`config.mk`:
```
export PLATFORM = sky130hd
export DESIGN_NAME = sbct_div_cell
export DESIGN_NICKNAME = d
export VERILOG_FILES = /design/src/rtl/sbct_pkg.sv /design/src/rtl/sbct_div_cell.sv
export SDC_FILE = /design/constraint.sdc
export NUM_CORES = 1
export LEC_CHECK = 0
export ABC_AREA = 1
export BUFFER_PORTS_ARGS = -buffer_cell sky130_fd_sc_hd__buf_4
export CORE_AREA = 2 2 220 222
export CTS_CLUSTER_DIAMETER = 120
export DETAILED_ROUTE_END_ITERATION = 7
export DIE_AREA = 0 0 222 224
export PLACE_DENSITY = 0.66
export SLEW_MARGIN = 20
export SYNTH_ARGS = -nofsm -noshare
export SYNTH_HDL_FRONTEND = slang
export SYNTH_SLANG_ARGS = --single-unit
```
`constraint.sdc`:
```
create_clock -name clk -period 2.1 [get_ports clk]
set_input_delay 0 -clock clk [delete_from_list [all_inputs] [get_ports clk]]
set_output_delay 0 -clock clk [all_outputs]
set_load 0.01 [all_outputs]
```
`src/rtl/sbct_pkg.sv`:
```
package sbct_pkg;

  localparam int COORD_BITS     = 16;
  localparam int TIME_FRAC_BITS = 16;
  localparam int SIZE_BITS      = 15;
  localparam int VEL_BITS       = 24;
  localparam int VEL_FRAC       = 8;

  // gap width: coordinate plus size plus difference
  localparam int GW  = ((COORD_BITS > SIZE_BITS) ? COORD_BITS : SIZE_BITS) + 2;
  localparam int GMW = GW - 1;
  localparam int DW  = VEL_BITS;
  // quotient bits: integer part below 8.0 plus fraction
  localparam int QW  = TIME_FRAC_BITS + 3;
  localparam int PRE_SHIFT = VEL_FRAC - 3;
  localparam int IW  = GMW + PRE_SHIFT;
  localparam int CW  = (IW > DW) ? IW : DW;
  localparam int TSW = TIME_FRAC_BITS + 5;
  localparam int TW  = TIME_FRAC_BITS + 1;

  localparam int LANES      = 4;
  localparam int LANE_X_IN  = 0;
  localparam int LANE_X_OUT = 1;
  localparam int LANE_Y_IN  = 2;
  localparam int LANE_Y_OUT = 3;

  localparam logic signed [TSW-1:0] T_ONE = TSW'(64'sd1 <<< TIME_FRAC_BITS);
  localparam logic signed [TSW-1:0] T_SAT = TSW'(64'sd8 <<< TIME_FRAC_BITS);

  localparam logic signed [1:0] NORM_POS  = 2'sd1;
  localparam logic signed [1:0] NORM_NEG  = -2'sd1;
  localparam logic signed [1:0] NORM_ZERO = 2'sd0;

  typedef struct packed {
    logic [DW-1:0] rem;
    logic [DW-1:0] dvs;
    logic [QW-1:0] quo;
    logic          neg;
    logic          sat;
    logic          vzero;
  } lane_t;

  typedef struct packed {
    lane_t [LANES-1:0] lane;
    logic              gx_neg;
    logic              gy_neg;
  } item_t;

endpackage

```
`src/rtl/sbct_div_cell.sv`:
```
module sbct_div_cell (
  input  logic            clk,
  input  logic            rst_n,
  input  logic            adv,
  input  logic            in_vld,
  input  sbct_pkg::item_t in_item,
  output logic            vld_r,
  output sbct_pkg::item_t item_r
);

  sbct_pkg::item_t item_nxt;

  // one restoring quotient bit per lane
  always_comb begin
    logic [sbct_pkg::DW:0] t;
    logic                  ge;
    item_nxt = in_item;
    for (int i = 0; i < sbct_pkg::LANES; i++) begin
      t  = {in_item.lane[i].rem, 1'b0};
      ge = t >= {1'b0, in_item.lane[i].dvs};
      item_nxt.lane[i].rem = ge ? sbct_pkg::DW'(t - {1'b0, in_item.lane[i].dvs})
                                : sbct_pkg::DW'(t);
      item_nxt.lane[i].quo = {in_item.lane[i].quo[sbct_pkg::QW-2:0], ge};
    end
  end

  always_ff @(posedge clk) begin
    if (!rst_n) begin
      vld_r <= 1'b0;
    end else if (adv) begin
      vld_r <= in_vld;
    end
  end

  always_ff @(posedge clk) begin
    if (adv) begin
      item_r <= item_nxt;
    end
  end

endmodule

```
==> out/results.env <==
NUMBER_OF_NETS_IN_THE_SYNTHESIZED_NETLIST=2599
SYNTH_TOP_FAMILY_BY_AREA='simple AND/OR/NAND/NOR gates'
CP-ENDPOINT='item_r[269]'
YS_ASYNC_SR_FRACTION=0
SYNTH_AREA_LEADER_CELL='sky130_fd_sc_hd__edfxtp_1'
YOSYS-MUX-AREA-FRACTION=0
YS_SEQ_AREA_FRAC=0.479
CTS.REPORTEDPATHS.CLKPINSLEW_NS=0.06
DP_CELLS=3398
MAXSLEWHEADROOM=0.630
MOST-COMMON-LAYOUT-CELLS='872 x sky130_fd_sc_hd__nand2_1, 600 x sky130_fd_sc_hd__buf_4, 450 x sky130_fd_sc_hd__inv_1'
FINALINSTANCEAREA_SQ_UM=26700
SHARE_OF_THE_SYNTHESIZED_NETLIST_AREA_TAKEN_BY_XOR_AND_XNOR_GATES=0.0198
SYNTHCELLS=2213
POST-ROUTE-UTIL=0.563
TRITONCTS_CLOCK_TREE='built'
GRT_FIRST_PASS_WIRELENGTH_MICRONS=95400
NETLIST.AREA_LEADER.SHARE=0.478
SYNTH_AREA_SQ_UM=17700
DRIVE_GT1_FRAC=0.227
AREA.GROWTH.SYNTH_TO_FINAL_PCT=50.5
TIGHTEST_SLEW_NS=0.554
WORST-ENDPOINT-ARRIVAL_NS=2.29
INITIAL_CORE_UTIL=0.374
REGTOREGSETUPSLACK_NS=0.85
TOTALPOWERFINAL_mW=17.2
AVGROUTEDWIREPERCELL_MICRONS=16.5
POWER.STATIC_LEAKAGE_nW=13.7
GRT_PASS1_VIAS=17800
CRITICAL_PATH_CELL_COUNT=11
FINALWEIGHTEDCONGESTION=0.923
CP_MAX_FO=9
MOST_COMMON_CELL_AFTER_LAYOUT_FILL_AND_TAPS_ASIDE='sky130_fd_sc_hd__nand2_1'
WHS_NS=0.0785
CP_CELL_SEQUENCE='dlygate4sd3_1 > buf_4 > ha_1 > nand2_1 > nor2_4 > nand2_2 > nor2_2 > nand4_4 > buf_4 > nand4_1 > nand2_1'
HTREE_NUM_LEVELS=1
SETUP_VIOL_COUNT_FINAL=0
WORST_SETUP_PATH_STARTPOINT='in_item[267]'
LAYOUTNONFILLERINSTCOUNT=3738
DRCVIOLATIONCOUNT=0
CP_CAPTURE_TYPE='register'
WORSTREG2REGSTART='vld_r'
PLACED_CELL_AREA_SQ_UM=22900
PLACE_WS_NS=0.0767
BUFFER_PORTS.INSERTED=564
FP.COREAREA_SQ_UM=47300
FINAL_NETS=3483
FINAL_CRITICAL_PATH_SETUP_SLACK_NS=0.137
INITIALDRTVIOLATIONCOUNT=1107
REPORT.FINAL.SLEW_VIOL_COUNT=0
VIASPERCELL=4.76
MAX-CAP-VIOLATIONS=0
CRITICAL_PATH_MAX_STAGE_DELAY_NS=0.56
AREA_FRACTION_IN_COMPOUND_GATES_AFTER_SYNTHESIS=0.0172
ROUTE.VIAS.TOTAL=17800
CLK_LATENCY_NS=0.58
FP.DIEAREA_SQ_UM=49700
DOMINANTREGCELLSYNTH='sky130_fd_sc_hd__edfxtp_1'
CLOCK_SINKS=283
STARTPOINT_CLASS_OF_THE_CRITICAL_PATH='input pin'
IOPINCOUNT=569
TIMING.CRITICAL_PATH.SLOWEST_STAGE_CELL='sky130_fd_sc_hd__dlygate4sd3_1'
ROUTED_WIRELENGTH_MICRONS=61700
RUN_STATUS='completed'
CTS_INSERTED_BUFFERS=30
REG2REG_TO='vld_r'
GR_OVFL_TOTAL=0
TIMING.CRITICAL_PATH.BUF_INV=3
SYNTH_EDF_COUNT=282
CTS.ROOT.BUFFER_CELL='sky130_fd_sc_hd__clkbuf_16'
SYNTH_SEQ_CELLS=283
FMAXACHIEVABLE_MHz=509
WORST_REG2REG_PATH_DEPTH=3
NUM_ROWS=80
TIMING.SETUP.TNS_NS=0
IR_WORST_VDD_uV=609
ANT_NETS=0
SYNTH_SIMPLE_GATE_AREA_SHARE=0.302
FINALCLOCKSKEW_NS=0
SYNTHDISTINCTLIBCELLS=32
GRT_MAX_DEGREE=61
HOLD_VIOL=0
TIMING.FINAL.CRIT_SHARE=0.935
PATH_CLASS='in2reg'
YOSYS-TOP-CELLS-AREA='sky130_fd_sc_hd__edfxtp_1 48%, sky130_fd_sc_hd__nand2_1 18%, sky130_fd_sc_hd__inv_1 9.5%, sky130_fd_sc_hd__ha_1 6.8%, sky130_fd_sc_hd__nand4_1 4.1%'
SYNTH-WARNING-COUNT=0
HP-CLASS='in2reg'
CLOCK_TREE.BUFFER_DEPTH=3
YOSYS.AREA_SHARE.ADDER=0.0723
POWER-PER-CELL-AREA_nW_PER_UM2=646
DPL.HPWL_MICRONS=46100
FIRST_PASS_ITERATION_COUNT_OF_THE_DETAILED_ROUTER=5
TOP_DELAY_FAMILY_ON_CRIT_PATH='simple AND/OR/NAND/NOR gates'
CP_DATA_REQUIRED_TIME_NS=2.42
FINAL_PERIOD_MINUS_WORST_SETUP_SLACK_NS=1.96
CHIP_HEIGHT_MICRONS=224
GRT_ANTENNA_BEFORE_REPAIR=6
NFILLCELLS=4120
CHIP_WIDTH_MICRONS=222
GRTUSAGETOTAL=0.239
SYNTHESIS.AREA_PER_INSTANCE_SQ_UM=8.01
==> state kept, by name, summed over array words and instances (netlist names) <==
signal,count
item_r,282
vld_r,1
==> logic make-up after synthesis <==
group,after synthesis
flip-flops,283
AND/OR/NAND/NOR,1245
AO/OA/AOI/OAI,50
buffers and inverters,495
adder cells (fa/ha/maj),100
XOR/XNOR,40
==> report_power, final <==
group          leakage (nW)  switching [mW]  internal [mW]
logic                  10.5            2.70           2.22
registers              2.76           0.200           6.93
clock network         0.468            2.26           2.93
==> layer usage <==
metal | routed length (microns) | vias up | global-route usage
li1 | - | 8782 | -
met1 | 25200 | 8229 | 0.288
met2 | 30600 | 670 | 0.435
met3 | 4100 | 113 | 0.0426
met4 | 1790 | 6 | 0.0730
met5 | 39 | - | 0
==> Yosys cell counts (2+ instances only) <==
cell,count
sky130_fd_sc_hd__nor2_1,104
sky130_fd_sc_hd__clkbuf_1,2
sky130_fd_sc_hd__nand3b_1,5
sky130_fd_sc_hd__nand3_4,4
sky130_fd_sc_hd__nand3_2,9
sky130_fd_sc_hd__nor2_2,11
sky130_fd_sc_hd__a21oi_1,41
sky130_fd_sc_hd__nor3_2,4
sky130_fd_sc_hd__a21oi_4,4
sky130_fd_sc_hd__o21a_1,4
sky130_fd_sc_hd__nor3b_1,2
sky130_fd_sc_hd__inv_1,450
sky130_fd_sc_hd__nand4_1,116
sky130_fd_sc_hd__xnor2_1,4
sky130_fd_sc_hd__nand3_1,99
sky130_fd_sc_hd__buf_6,8
sky130_fd_sc_hd__buf_2,23
sky130_fd_sc_hd__nand2_2,2
sky130_fd_sc_hd__edfxtp_1,282
sky130_fd_sc_hd__xor2_1,36
sky130_fd_sc_hd__inv_2,12
sky130_fd_sc_hd__ha_1,96
sky130_fd_sc_hd__and2_2,3
sky130_fd_sc_hd__nand2_1,872
sky130_fd_sc_hd__nor3_1,10
sky130_fd_sc_hd__fa_1,4
==> area by class of cell <==
class | instances | area (sq um) | area share
Clock inverter | 14 | 111 | 0.00418
Tap cell | 615 | 769 | 0.0289
Clock buffer | 41 | 843 | 0.0316
Multi-Input combinational cell | 1437 | 7330 | 0.275
Antenna cell | 3 | 7.51 | 0.000281
Sequential cell | 283 | 8490 | 0.318
Timing Repair Buffer | 883 | 7380 | 0.277
Inverter | 462 | 1730 | 0.0650
==> repair_timing <==
action	CTS	global route
endpoints found under the setup margin	0	52
endpoints found under the hold margin	329	0
hold buffers	278	0
resized for setup	0	5
setup buffers	0	2
==> worst min-delay path, cell delays in order <==
cell and delay [ns]:
sky130_fd_sc_hd__buf_4 0.10, sky130_fd_sc_hd__nor3_1 0.05, sky130_fd_sc_hd__nand2_1 0.11, sky130_fd_sc_hd__nand4_1 0.14, sky130_fd_sc_hd__nand2_1 0.13
==> how the worst min path moves through the flow <==
stage	from	end	slack [ns]	cells after the start
3_5_place_dp	in_item[14]	item_r[15]	0.18	1
2_1_floorplan	adv	vld_r	0.09	1
4_1_cts	in_item[211]	item_r[210]	0.06	5
5_1_grt	in_item[159]	item_r[160]	0.12	2
3_3_place_gp	in_item[151]	item_r[152]	0.18	1
6_report	in_item[211]	item_r[210]	0.08	5
Power figures use the tool's default switching activity.
