$ cat config.mk
export PLATFORM = sky130hd
export DESIGN_NAME = sbct_prep
export DESIGN_NICKNAME = d
export VERILOG_FILES = /design/src/rtl/sbct_pkg.sv /design/src/rtl/sbct_prep.sv
export SDC_FILE = /design/constraint.sdc
export NUM_CORES = 1
export LEC_CHECK = 0
export BUFFER_PORTS_ARGS = -buffer_cell sky130_fd_sc_hd__buf_4
export CORE_MARGIN = 4
export CORE_UTILIZATION = 35
export CTS_BUF_LIST = sky130_fd_sc_hd__clkbuf_4
export CTS_CLUSTER_DIAMETER = 120
export CTS_CLUSTER_SIZE = 14
export DETAILED_ROUTE_END_ITERATION = 16
export SLEW_MARGIN = 40
export SYNTH_ARGS = -nofsm -noshare
export SYNTH_HDL_FRONTEND = slang
export SYNTH_SLANG_ARGS = --single-unit
$ cat constraint.sdc
create_clock -name clk -period 9.1 [get_ports clk]
set_input_delay 0.455 -clock clk [delete_from_list [all_inputs] [get_ports clk]]
set_output_delay 0.455 -clock clk [all_outputs]
set_load 0.01 [all_outputs]
$ cat src/rtl/sbct_pkg.sv
package sbct_pkg;

  localparam int COORD_BITS     = 16;
  localparam int TIME_FRAC_BITS = 16;
  localparam int SIZE_BITS      = 15;
  localparam int VEL_BITS       = 24;
  localparam int VEL_FRAC       = 8;

  // gap width: coordinate plus size plus difference
  localparam int GW  = ((COORD_BITS > SIZE_BITS) ? COORD_BITS : SIZE_BITS) + 2;
  localparam int GMW = GW - 1;
  localparam int DW  = VEL_BITS;
  // quotient bits: integer part below 8.0 plus fraction
  localparam int QW  = TIME_FRAC_BITS + 3;
  localparam int PRE_SHIFT = VEL_FRAC - 3;
  localparam int IW  = GMW + PRE_SHIFT;
  localparam int CW  = (IW > DW) ? IW : DW;
  localparam int TSW = TIME_FRAC_BITS + 5;
  localparam int TW  = TIME_FRAC_BITS + 1;

  localparam int LANES      = 4;
  localparam int LANE_X_IN  = 0;
  localparam int LANE_X_OUT = 1;
  localparam int LANE_Y_IN  = 2;
  localparam int LANE_Y_OUT = 3;

  localparam logic signed [TSW-1:0] T_ONE = TSW'(64'sd1 <<< TIME_FRAC_BITS);
  localparam logic signed [TSW-1:0] T_SAT = TSW'(64'sd8 <<< TIME_FRAC_BITS);

  localparam logic signed [1:0] NORM_POS  = 2'sd1;
  localparam logic signed [1:0] NORM_NEG  = -2'sd1;
  localparam logic signed [1:0] NORM_ZERO = 2'sd0;

  typedef struct packed {
    logic [DW-1:0] rem;
    logic [DW-1:0] dvs;
    logic [QW-1:0] quo;
    logic          neg;
    logic          sat;
    logic          vzero;
  } lane_t;

  typedef struct packed {
    lane_t [LANES-1:0] lane;
    logic              gx_neg;
    logic              gy_neg;
  } item_t;

endpackage

$ cat src/rtl/sbct_prep.sv
module sbct_prep (
  input  logic                                clk,
  input  logic                                rst_n,
  input  logic                                adv,
  input  logic                                in_vld,
  input  logic signed [sbct_pkg::COORD_BITS-1:0] a_x,
  input  logic signed [sbct_pkg::COORD_BITS-1:0] a_y,
  input  logic [sbct_pkg::SIZE_BITS-1:0]      a_w,
  input  logic [sbct_pkg::SIZE_BITS-1:0]      a_h,
  input  logic signed [sbct_pkg::VEL_BITS-1:0] vel_x,
  input  logic signed [sbct_pkg::VEL_BITS-1:0] vel_y,
  input  logic signed [sbct_pkg::COORD_BITS-1:0] b_x,
  input  logic signed [sbct_pkg::COORD_BITS-1:0] b_y,
  input  logic [sbct_pkg::SIZE_BITS-1:0]      b_w,
  input  logic [sbct_pkg::SIZE_BITS-1:0]      b_h,
  output logic                                vld_r,
  output sbct_pkg::item_t                     item_r
);

  function automatic sbct_pkg::lane_t mk_lane(
    input logic signed [sbct_pkg::GW-1:0] g,
    input logic signed [sbct_pkg::DW-1:0] v
  );
    sbct_pkg::lane_t l;
    logic [sbct_pkg::GMW-1:0] g_abs;
    logic [sbct_pkg::IW-1:0]  init;
    g_abs   = g[sbct_pkg::GW-1] ? sbct_pkg::GMW'(-g) : sbct_pkg::GMW'(g);
    init    = {g_abs, {sbct_pkg::PRE_SHIFT{1'b0}}};
    l.dvs   = v[sbct_pkg::DW-1] ? sbct_pkg::DW'(-v) : sbct_pkg::DW'(v);
    l.sat   = sbct_pkg::CW'(init) >= sbct_pkg::CW'(l.dvs);
    l.rem   = sbct_pkg::DW'(init);
    l.quo   = '0;
    l.neg   = g[sbct_pkg::GW-1] ^ v[sbct_pkg::DW-1];
    l.vzero = (v == '0);
    return l;
  endfunction

  logic signed [sbct_pkg::GW-1:0] ax, ay, bx, by, aw, ah, bw, bh;
  logic signed [sbct_pkg::GW-1:0] nx, fx, ny, fy, gx_in, gx_out, gy_in, gy_out;
  logic                           vx_pos, vy_pos;
  sbct_pkg::item_t                item_nxt;

  always_comb begin
    ax = sbct_pkg::GW'(a_x);
    ay = sbct_pkg::GW'(a_y);
    bx = sbct_pkg::GW'(b_x);
    by = sbct_pkg::GW'(b_y);
    aw = $signed(sbct_pkg::GW'(a_w));
    ah = $signed(sbct_pkg::GW'(a_h));
    bw = $signed(sbct_pkg::GW'(b_w));
    bh = $signed(sbct_pkg::GW'(b_h));
    nx = bx - (ax + aw);
    fx = (bx + bw) - ax;
    ny = by - (ay + ah);
    fy = (by + bh) - ay;
    vx_pos = !vel_x[sbct_pkg::DW-1] && (vel_x != '0);
    vy_pos = !vel_y[sbct_pkg::DW-1] && (vel_y != '0);
    // order gaps by direction of travel
    gx_in  = vx_pos ? nx : fx;
    gx_out = vx_pos ? fx : nx;
    gy_in  = vy_pos ? ny : fy;
    gy_out = vy_pos ? fy : ny;
    item_nxt.lane[sbct_pkg::LANE_X_IN]  = mk_lane(gx_in, vel_x);
    item_nxt.lane[sbct_pkg::LANE_X_OUT] = mk_lane(gx_out, vel_x);
    item_nxt.lane[sbct_pkg::LANE_Y_IN]  = mk_lane(gy_in, vel_y);
    item_nxt.lane[sbct_pkg::LANE_Y_OUT] = mk_lane(gy_out, vel_y);
    item_nxt.gx_neg = gx_in[sbct_pkg::GW-1];
    item_nxt.gy_neg = gy_in[sbct_pkg::GW-1];
  end

  always_ff @(posedge clk) begin
    if (!rst_n) begin
      vld_r <= 1'b0;
    end else if (adv) begin
      vld_r <= in_vld;
    end
  end

  always_ff @(posedge clk) begin
    if (adv) begin
      item_r <= item_nxt;
    end
  end

endmodule

==> impl_results.md <==
- Status: finished, final reports clean
- CP cell instances: buf_4 -> inv_1 -> fa_1 -> inv_1 -> ha_1 -> a211oi_1 -> o21ai_0 -> o21bai_1 -> a221o_1 -> a32oi_1 -> mux2_2 -> inv_1 -> o21ai_0 -> o221ai_1 -> ha_1 -> a21o_1 -> a21oi_1 -> nor2b_1 -> o21ai_0 -> nand2b_1 -> a21oi_1 -> o31ai_1 -> a2111oi_0 -> nor2_1
- Fin crit share: 59.7%
- Critical Path Source: b_x[1]
- First-pass detailed-route iteration total: 5
- Peak supply drop: 0.0865 mV
- Gate power share: 62.0%
- CP Buf/Inv Count: 4
- Final HPWL DP: 41200 µm
- Slew @ Worst Pin: 0.802 ns
- First-pass GRT wire length: 73500 µm
- Slew HR: 45.1%
- Width of the die: 221 µm
- Final GP Congestion: 0.900
- M1 WL: 21300 µm
- Final Hold Vio Count: 0
- Max Cap Viol: 0
- CP top delay family: compound AO/OA/AOI/OAI gates
- Clock latency on the worst-skew pair: 0.53 ns
- Net Sw Power: 1.71 mW
- Critical Path Max Stage Delay: 0.56 ns
- Initial DRC Count: 886
- Uppermost layer routed: met4
- I/O pin cnt: 459
- Clk buf depth: 2
- Synth async-reset ratio: 0%
- Post-CTS repair timing setup buffer count: 0
- GRT overflow: 0
- Commonest non-fill, non-tap cell in the layout: buf_4
- Sw Share: 45.6%
- Final worst setup slack: 3.67 ns
- Max Freq: 184 MHz
- CTS root buf: clkbuf_4
- Internal power: 2.03 mW
- Vias in the first global route: 13300
- Critical path capture point type: register
- Syn-to-layout area delta: 17.5%
- Hold Path Origin: vel_x[0]
- CP max-delay cell: fa_1
- Most frequent cells in the layout: buf_4 (358), inv_1 (256), ha_1 (152)
- Sequential fraction of the synthesis area: 24.4%
- Cell Pwr Density: 201 nW/µm²
- Worst r2r src: vld_r$_SDFFE_PN0P_
- Yosys reg bits: 129
- Clock network power share: 12.5%
- Post-cts sizing count: 0
- Synth unique cells: 94
- Setup violations, final: 0
- H-tree depth: 4
- Hold WS: 0.123 ns
- Most used DFF post-synth: edfxtp_1
- Crit path launch type: primary input
- Max-slew violations: 0
- Critical-path maximum fanout: 14
- Unrepaired setup endpoints after global routing: no
- Lkg Pwr: 8.78 nW
- Post-CTS Hold Buffers: 0
- CTS tree: done
- Largest net degree at the start of global routing: 68
- DRT Wirelength: 48600 µm
- Sequential power share: 25.4%
- Hold Crit Class: primary input to register
- Syn avg cell area: 8.88 µm²
- Layout cell share with drive strength beyond 1: 21.5%
- Routed wl met2: 23400 µm
- # DRC: 0
- DIE AREA: 48600 µm²
- Worst Path Required: 9.40 ns
- WL met3: 3240 µm
- Initial antenna violation count: 3
- Row count: 77
- Clk_skew: 0 ns
- Port bufs: 354
- Setup TNS: 0 ns
- Via density: 5.03
- Critical path arrival: 5.73 ns
- Synth warn: 0
- Fin crit period: 5.43 ns
- CTS Sinks: 129
- Critical path type: primary input to register
- Cts bufs inserted: 17
- Cells after synthesis: 1781
- Core ar.: 44400 µm²
- Post-synth EDFFs: 128
- DR WL/cell: 18.2 µm
- Initial core utilization: 35.6%
- Vias: 13435
- All-layer global routing usage: 19.2%
- Die height: 221 µm
- Post-DRT Antenna Nets: 0
- Filler Cells Inserted: 4415
- Nets: 2454
- Synth Cell Area: 15800 µm²
- Pre-CTS setup slack: 3.20 ns
- Clock Pin Slew Worst Setup and Hold Paths: 0.13 ns
## kinds of logic (layout without fill, tap and decap cells)
| group | after synthesis | count (layout) | share of synthesized area [%] |
|---|---|---|---|
| DFF | 129 | 129 | 24.4 |
| buffers and inverters | 455 | 649 | 15.1 |
| muxes | 28 | 28 | 1.81 |
| xor gates and xnor gates | 152 | 152 | 8.42 |
| adders and majority gates | 212 | 212 | 19.6 |
| and+or+nand+nor | 384 | 384 | 12.5 |
| other | 1 | 107 | 0.0237 |
| AOI/OAI and AO/OA | 420 | 420 | 18.1 |
## registers in the layout (all words and copies together), names as in the netlist
name / cells
item_r: 128
vld_r: 1
## power groups by stage
| stage | registers [mW] | clock network (mW) | logic (mW) |
|---|---|---|---|
| detailed placement | 0.968 | 0 | 2.29 |
| global route | 0.961 | 0.511 | 2.58 |
| CTS | 0.955 | 0.483 | 2.31 |
| floorplan | 0.988 | 0 | 1.49 |
| finish | 0.952 | 0.470 | 2.32 |
| global placement | 0.968 | 0 | 2.26 |
## metrics by stage
stage          total power, mW  cells  instance area, µm²  util, %
2_1_floorplan             2.47   1884               16200        -
3_3_place_gp              3.23   2639               18200     41.1
3_5_place_dp              3.26   2639               18200     41.1
4_1_cts                   3.75   2670               18600     41.8
5_1_grt                   4.06   2673               18600     41.8
6_report                  3.74   2673               18600     41.8
## synthesized netlist by cell type (16+ instances only)
cell type / number / share of area (%)
mux2i_1: 23 / 1.5
nor3_1: 40 / 1.3
buf_4: 154 / 7.3
o21ai_0: 96 / 3.0
a21o_1: 41 / 1.9
nand3_1: 24 / 0.76
o31ai_1: 23 / 1.1
inv_1: 256 / 6.1
a21oi_1: 98 / 3.1
ha_1: 152 / 12
o211ai_1: 18 / 0.85
edfxtp_1: 128 / 24
xor2_1: 50 / 2.8
nor2_1: 79 / 1.9
nand2_1: 119 / 2.8
xnor2_1: 102 / 5.7
nand2b_1: 16 / 0.63
fa_1: 60 / 7.6
clkbuf_1: 17 / 0.40
## worst paths after layout
kind	endpoint	cells after the start	slack, ns
worst max-delay path	item_r[3]$_DFFE_PP_	24	3.67
worst min-delay path	item_r[94]$_DFFE_PP_	1	0.12
worst max register to register	vld_r$_SDFFE_PN0P_	2	8.46
worst min register to register	vld_r$_SDFFE_PN0P_	2	0.56
## layout make-up
cell class | count | area (µm²) | share of cell area [%]
Tap cell | 592 | 741 | 3.99
Timing Repair Buffer | 360 | 2710 | 14.6
Multi-Input combinational cell | 1300 | 9960 | 53.6
Antenna cell | 3 | 7.51 | 0.0404
Inverter | 258 | 968 | 5.21
Clock buffer | 17 | 128 | 0.687
Sequential cell | 129 | 3860 | 20.8
Clock inverter | 14 | 205 | 1.10
## routing by layer
| layer | track usage (%) | up-vias |
|---|---|---|
| met1 | 26.0 | 6395 |
| met2 | 33.0 | 520 |
| met5 | 0 | - |
| met4 | 3.99 | 0 |
| met3 | 2.43 | 28 |
| li1 | - | 6492 |
## worst reg2reg max path: cells and delay by family (launching register included)
family	cells	cell delay, ns
AND/OR/NAND/NOR	1	0.14
flip-flops	1	0.37
multiplexers	1	0.07
Power figures use the tool's default switching activity.
