$ cat src/rtl/sbct_pkg.sv
package sbct_pkg;

  localparam int COORD_BITS     = 16;
  localparam int TIME_FRAC_BITS = 16;
  localparam int SIZE_BITS      = 15;
  localparam int VEL_BITS       = 24;
  localparam int VEL_FRAC       = 8;

  // gap width: coordinate plus size plus difference
  localparam int GW  = ((COORD_BITS > SIZE_BITS) ? COORD_BITS : SIZE_BITS) + 2;
  localparam int GMW = GW - 1;
  localparam int DW  = VEL_BITS;
  // quotient bits: integer part below 8.0 plus fraction
  localparam int QW  = TIME_FRAC_BITS + 3;
  localparam int PRE_SHIFT = VEL_FRAC - 3;
  localparam int IW  = GMW + PRE_SHIFT;
  localparam int CW  = (IW > DW) ? IW : DW;
  localparam int TSW = TIME_FRAC_BITS + 5;
  localparam int TW  = TIME_FRAC_BITS + 1;

  localparam int LANES      = 4;
  localparam int LANE_X_IN  = 0;
  localparam int LANE_X_OUT = 1;
  localparam int LANE_Y_IN  = 2;
  localparam int LANE_Y_OUT = 3;

  localparam logic signed [TSW-1:0] T_ONE = TSW'(64'sd1 <<< TIME_FRAC_BITS);
  localparam logic signed [TSW-1:0] T_SAT = TSW'(64'sd8 <<< TIME_FRAC_BITS);

  localparam logic signed [1:0] NORM_POS  = 2'sd1;
  localparam logic signed [1:0] NORM_NEG  = -2'sd1;
  localparam logic signed [1:0] NORM_ZERO = 2'sd0;

  typedef struct packed {
    logic [DW-1:0] rem;
    logic [DW-1:0] dvs;
    logic [QW-1:0] quo;
    logic          neg;
    logic          sat;
    logic          vzero;
  } lane_t;

  typedef struct packed {
    lane_t [LANES-1:0] lane;
    logic              gx_neg;
    logic              gy_neg;
  } item_t;

endpackage

$ cat src/rtl/sbct_resolve.sv
module sbct_resolve (
  input  logic                          clk,
  input  logic                          rst_n,
  input  logic                          adv,
  input  logic                          in_vld,
  input  sbct_pkg::item_t               in_item,
  output logic                          out_vld_r,
  output logic [sbct_pkg::TW-1:0]       time_r,
  output logic signed [1:0]             nx_r,
  output logic signed [1:0]             ny_r,
  output logic                          hit_r
);

  function automatic logic signed [sbct_pkg::TSW-1:0] time_of(
    input sbct_pkg::lane_t l,
    input logic            entry
  );
    logic signed [sbct_pkg::TSW-1:0] mag;
    logic signed [sbct_pkg::TSW-1:0] res;
    mag = $signed(sbct_pkg::TSW'(l.quo));
    if (l.vzero) begin
      res = entry ? -sbct_pkg::T_SAT : sbct_pkg::T_SAT;
    end else if (l.sat) begin
      res = l.neg ? -sbct_pkg::T_SAT : sbct_pkg::T_SAT;
    end else if (l.neg) begin
      res = -(mag + $signed(sbct_pkg::TSW'(l.rem != '0)));
    end else begin
      res = mag;
    end
    return res;
  endfunction

  logic                            vld_r;
  logic signed [sbct_pkg::TSW-1:0] tx_in_r, tx_out_r, ty_in_r, ty_out_r;
  logic                            gx_neg_r, gy_neg_r;
  logic signed [sbct_pkg::TSW-1:0] t_in, t_out;
  logic                            x_later, no_hit;
  logic [sbct_pkg::TW-1:0]         time_nxt;
  logic signed [1:0]               nx_nxt, ny_nxt;

  always_ff @(posedge clk) begin
    if (!rst_n) begin
      vld_r     <= 1'b0;
      out_vld_r <= 1'b0;
    end else if (adv) begin
      vld_r     <= in_vld;
      out_vld_r <= vld_r;
    end
  end

  always_ff @(posedge clk) begin
    if (adv) begin
      tx_in_r  <= time_of(in_item.lane[sbct_pkg::LANE_X_IN], 1'b1);
      tx_out_r <= time_of(in_item.lane[sbct_pkg::LANE_X_OUT], 1'b0);
      ty_in_r  <= time_of(in_item.lane[sbct_pkg::LANE_Y_IN], 1'b1);
      ty_out_r <= time_of(in_item.lane[sbct_pkg::LANE_Y_OUT], 1'b0);
      gx_neg_r <= in_item.gx_neg;
      gy_neg_r <= in_item.gy_neg;
      time_r   <= time_nxt;
      nx_r     <= nx_nxt;
      ny_r     <= ny_nxt;
      hit_r    <= !no_hit;
    end
  end

  always_comb begin
    x_later = tx_in_r > ty_in_r;
    t_in    = x_later ? tx_in_r : ty_in_r;
    t_out   = (tx_out_r < ty_out_r) ? tx_out_r : ty_out_r;
    no_hit  = (t_in > t_out) || (tx_in_r < 0 && ty_in_r < 0) ||
              (tx_in_r > sbct_pkg::T_ONE) || (ty_in_r > sbct_pkg::T_ONE);
    nx_nxt  = sbct_pkg::NORM_ZERO;
    ny_nxt  = sbct_pkg::NORM_ZERO;
    if (no_hit) begin
      time_nxt = sbct_pkg::TW'(sbct_pkg::T_ONE);
    end else begin
      time_nxt = sbct_pkg::TW'(t_in);
      if (x_later) begin
        nx_nxt = gx_neg_r ? sbct_pkg::NORM_POS : sbct_pkg::NORM_NEG;
      end else begin
        ny_nxt = gy_neg_r ? sbct_pkg::NORM_POS : sbct_pkg::NORM_NEG;
      end
    end
  end

endmodule

$ cat config.mk
export PLATFORM = sky130hd
export DESIGN_NAME = sbct_resolve
export DESIGN_NICKNAME = d
export VERILOG_FILES = /design/src/rtl/sbct_pkg.sv /design/src/rtl/sbct_resolve.sv
export SDC_FILE = /design/constraint.sdc
export NUM_CORES = 1
export LEC_CHECK = 0
export BUFFER_PORTS_ARGS = -buffer_cell sky130_fd_sc_hd__buf_2
export CAP_MARGIN = 10
export CORE_MARGIN = 3
export CORE_UTILIZATION = 55
export DETAILED_ROUTE_END_ITERATION = 6
export PLACE_DENSITY_LB_ADDON = 0.08
export SLEW_MARGIN = 15
export SYNTH_ARGS = -nofsm -noshare
export SYNTH_HDL_FRONTEND = slang
export SYNTH_SLANG_ARGS = --single-unit
$ cat constraint.sdc
create_clock -name clk -period 7.3 [get_ports clk]
set_input_delay 0.73 -clock clk [delete_from_list [all_inputs] [get_ports clk]]
set_output_delay 0.73 -clock clk [all_outputs]
set_load 0.005 [all_outputs]
==> impl_results.md <==
* Vias per cell at 5.651
* Htree depth at 3
* Endpoint class of the critical path: flop
* Routed met2 length at 10320 um
* Num CTS Buffers at 9
* Yosys warns at 0
* WL per Instance at approximately 15 um
* Worst r2r src: tx_in_r[20]
* DRC Markers at 0
* Final setup fails at 0
* Async SR Flop Fraction at 0
* WP data required at 7.40 ns
* Layout cells sized above 1 at 0.2003
* Core area at around 18000 um2
* M1 WL at 11660 um
* Vias in the first global route at 8256
* Avg Cell Area, Syn at 9.322 um2
* Cells after Synth at 1125
* Crit-path cells: ha_1 -> nand4_1 -> nor2_1 -> nand2_1 -> or3_1 -> o311a_1 -> nor2_2 -> mux2_1 -> ha_1 -> a21o_1 -> a21o_1 -> a21oi_1 -> o21ai_0 -> a21o_1 -> mux2i_1 -> or4_4 -> or2_1
* Post-CTS Resized at 0
* Syn Nets at 1562
* Die H at 144.1 um
* Max Slew Vio Count at 0
* Post-synthesis sequential area ratio at 0.3131
* CP Launch Type: flop
* Number of flops mapped to enable cells by yosys at between 100 and 150
* Hold slack at 0.5210 ns
* GRT Resource Usage Total at 0.2262
* Std-Cell Rows at 49
* Crit path kind: flop to flop
* Final wirelength at 23630 um
* Final WS setup at 1.683 ns
* Maximum vdd drop at 124.4 uV
* Detailed router's first-iteration violation count at 515
* Post-synth top area share at 0.3092
* Initial antenna violation count at 2
* Min Clock Period, post-route at 5.617 ns
* Crit path DAT at 5.72 ns
* Hold_buf cts at 0
* Max stage delay on crit path at 0.92 ns
* CTS tree: yes
* Leak pwr at a little under 6 nW
* Total Power at 2.054 mW
* Gpl congestion at 0.8927
* Routed via count at about 8800
* R2r setup slk at 1.68 ns
* CTS sink cnt at 110
* First-pass GRT wire length at 38170 um
* Hold Crit Class: flop to flop
* Setup Skew at 0.004703 ns
* Largest net degree at the start of global routing at 62
* Grt ovf at 0
* FF-to-FF path depth at 17
* Fmax at 0.1780 GHz
* Longest Clk Path Bufs at 2
* Drt first pass iters at 5
* IO Port Bufs at 212
* Initial Util at 0.5721
* Rel. slew slack at 0.2005
* Design area at approximately 12000 um2
* Setup TNS at 0 ns
* Worst Setup SP: tx_in_r[20]
* Reg clk slew, reported paths at 0.07 ns
* Worst-margin pin slew at 1.198 ns
* Ys flop type: edfxtp_1
* Place WS at 1.786 ns
* Max_cap viols at 0
* Post-synthesis cell area at 10490 um2
* Cell taking the most area after synthesis: edfxtp_1
* Delay-heaviest family, CP: simple AND/OR/NAND/NOR gates
* Die span in x at 144.1 um
* Die area at about 21000 um2
* Post-route clock period utilization at 0.7694
* Diode count at 0
* Status: completed
* Ranking of synthesized cells by area: edfxtp_1 (31%), ha_1 (18%), mux2i_1 (7.1%)
* Count of state elements after synthesis at 110
* Final net count at 1760
* WL met3 at 1351 um
* Skew-Pair Late Insertion Delay at 0.35 ns
* Post-DP HPWL at between 15000 and 20000 um
* Crit-path slowest cell: nor2_2
* Placement Cell Area at between 10000 and 15000 um2
* CTS Root Cell: clkbuf_16
* Layout overhead on the synthesized area at 14.69%
* Top Layer Used: met5
* Setup Buffers After CTS at 0
* Antenna-violating nets left at 0
* Worst setup endpoint: time_r[16]
* Critical-path maximum fanout at 23
* Final hold vios at 0
* Unique masters post-synth at 67
* RSZ-0062 raised after global routing: no
* WP depth at 17
* Power per cell area at 170.7 nW/um2
* I/O Pins at 309
* Most frequent CP cell: a21o_1
* RR Endpoint: time_r[16]
* Critical path buffer and inverter count at 0
[registers in the layout, indices dropped and copies added (netlist names)]
signal / cells
gy_neg_r: 1
hit_r: 1
tx_out_r: 21
gx_neg_r: 1
ny_r: 2
vld_r: 1
time_r: 17
tx_in_r: 21
out_vld_r: 1
nx_r: 2
ty_out_r: 21
ty_in_r: 21
[worst min-delay path, cell delays in order (launching register included)]
cell,delay [ns]
dfxtp_1,0.33
mux2i_1,0.06
nor2b_1,0.10
[report_power, final]
group	switching [mW]	internal [mW]	leakage [nW]	total, mW
Clock	0.232	0.240	0.145	0.472
Sequential	0.0443	0.760	1.07	0.804
Combinational	0.411	0.367	4.62	0.778
Total	0.687	1.37	5.84	2.05
[worst min-delay path by stage]
stage,slack (ns),start,depth (start not counted),to
floorplan,0.48,vld_r,2,vld_r
global placement,0.50,out_vld_r,2,out_vld_r
detailed placement,0.51,vld_r,2,vld_r
CTS,0.53,vld_r,2,vld_r
global route,0.55,in_item[0],1,gy_neg_r
finish,0.52,vld_r,2,vld_r
[stage by stage]
stage / util / std cells
6_report: 0.6561 / 1557
5_1_grt: 0.6561 / 1557
4_1_cts: 0.6561 / 1557
3_5_place_dp: 0.6404 / 1541
3_3_place_gp: 0.6404 / 1541
2_1_floorplan: - / 1125
[cells in the final DEF, fill, tap and decap left out, drive strengths merged, types with 5 or more instances in the layout]
cell / netlist / layout
buf: 14 / 214
ha: 151 / 151
inv: 140 / 145
edfxtp: 108 / 108
nor2: 100 / 100
mux2i: 74 / 74
a21oi: 67 / 67
xnor2: 42 / 42
nor4: 38 / 38
a21o: 37 / 37
nand2: 35 / 35
nand3: 27 / 27
nor2b: 25 / 25
o21ai: 24 / 24
mux2: 23 / 23
nand4: 17 / 17
a211oi: 15 / 15
xor2: 14 / 14
o31ai: 12 / 12
o211ai: 11 / 11
nand2b: 11 / 11
and3: 11 / 11
nor3: 11 / 11
o21bai: 11 / 11
or2: 10 / 10
o21a: 9 / 9
clkbuf: 13 / 9
o22ai: 7 / 7
a31oi: 7 / 7
a211o: 5 / 5
o21ba: 5 / 5
[cell type report]
class                   instances  area, um2
flip-flops and latches        110       3283
well taps                     229      286.5
inverters                     140      525.5
repair buffers                214       1079
clock inverters                 7      62.56
clock buffers                   9      225.2
multi-input cells             848       6566
fillers                      1565       6304
[per-layer routing]
layer / track usage / vias to the layer above
li1: - / 4509
met1: 0.3367 / 4038
met2: 0.3511 / 217
met3: 0.03505 / 30
met4: 0.04509 / 4
met5: 0 / -
[Yosys cell counts (all sizes together), types with 3 or more instances]
| library cell | count |
|---|---|
| nor3b | 3 |
| o21ba | 5 |
| o21a | 9 |
| o31ai | 12 |
| mux2i | 74 |
| nand3 | 27 |
| or2 | 10 |
| inv | 140 |
| nand3b | 4 |
| a211oi | 15 |
| a41oi | 3 |
| xor2 | 14 |
| nor2b | 25 |
| nand2 | 35 |
| xnor2 | 42 |
| a2111oi | 3 |
| o21bai | 11 |
| or3 | 4 |
| a31oi | 7 |
| and3 | 11 |
| nor2 | 100 |
| a21o | 37 |
| buf | 14 |
| nand2b | 11 |
| and2 | 4 |
| nor3 | 11 |
| o211ai | 11 |
| a21oi | 67 |
| nor4 | 38 |
| o22ai | 7 |
| a211o | 5 |
| nand4 | 17 |
| edfxtp | 108 |
| ha | 151 |
| o21ai | 24 |
| a311oi | 3 |
| o211a | 4 |
| mux2 | 23 |
| clkbuf | 13 |
[logic make-up (layout without fill, tap and decap cells)]
kind of cell | after synthesis | count (layout) | synth area share
and+or+nand+nor | 304 | 304 | 0.1473
AOI/OAI and AO/OA | 240 | 240 | 0.1558
buffers and inverters | 167 | 370 | 0.06156
adders and majority gates | 151 | 151 | 0.1801
DFF | 110 | 110 | 0.3131
muxes | 97 | 97 | 0.09532
xor gates and xnor gates | 56 | 56 | 0.04677
(Power assumes the default switching activity.)
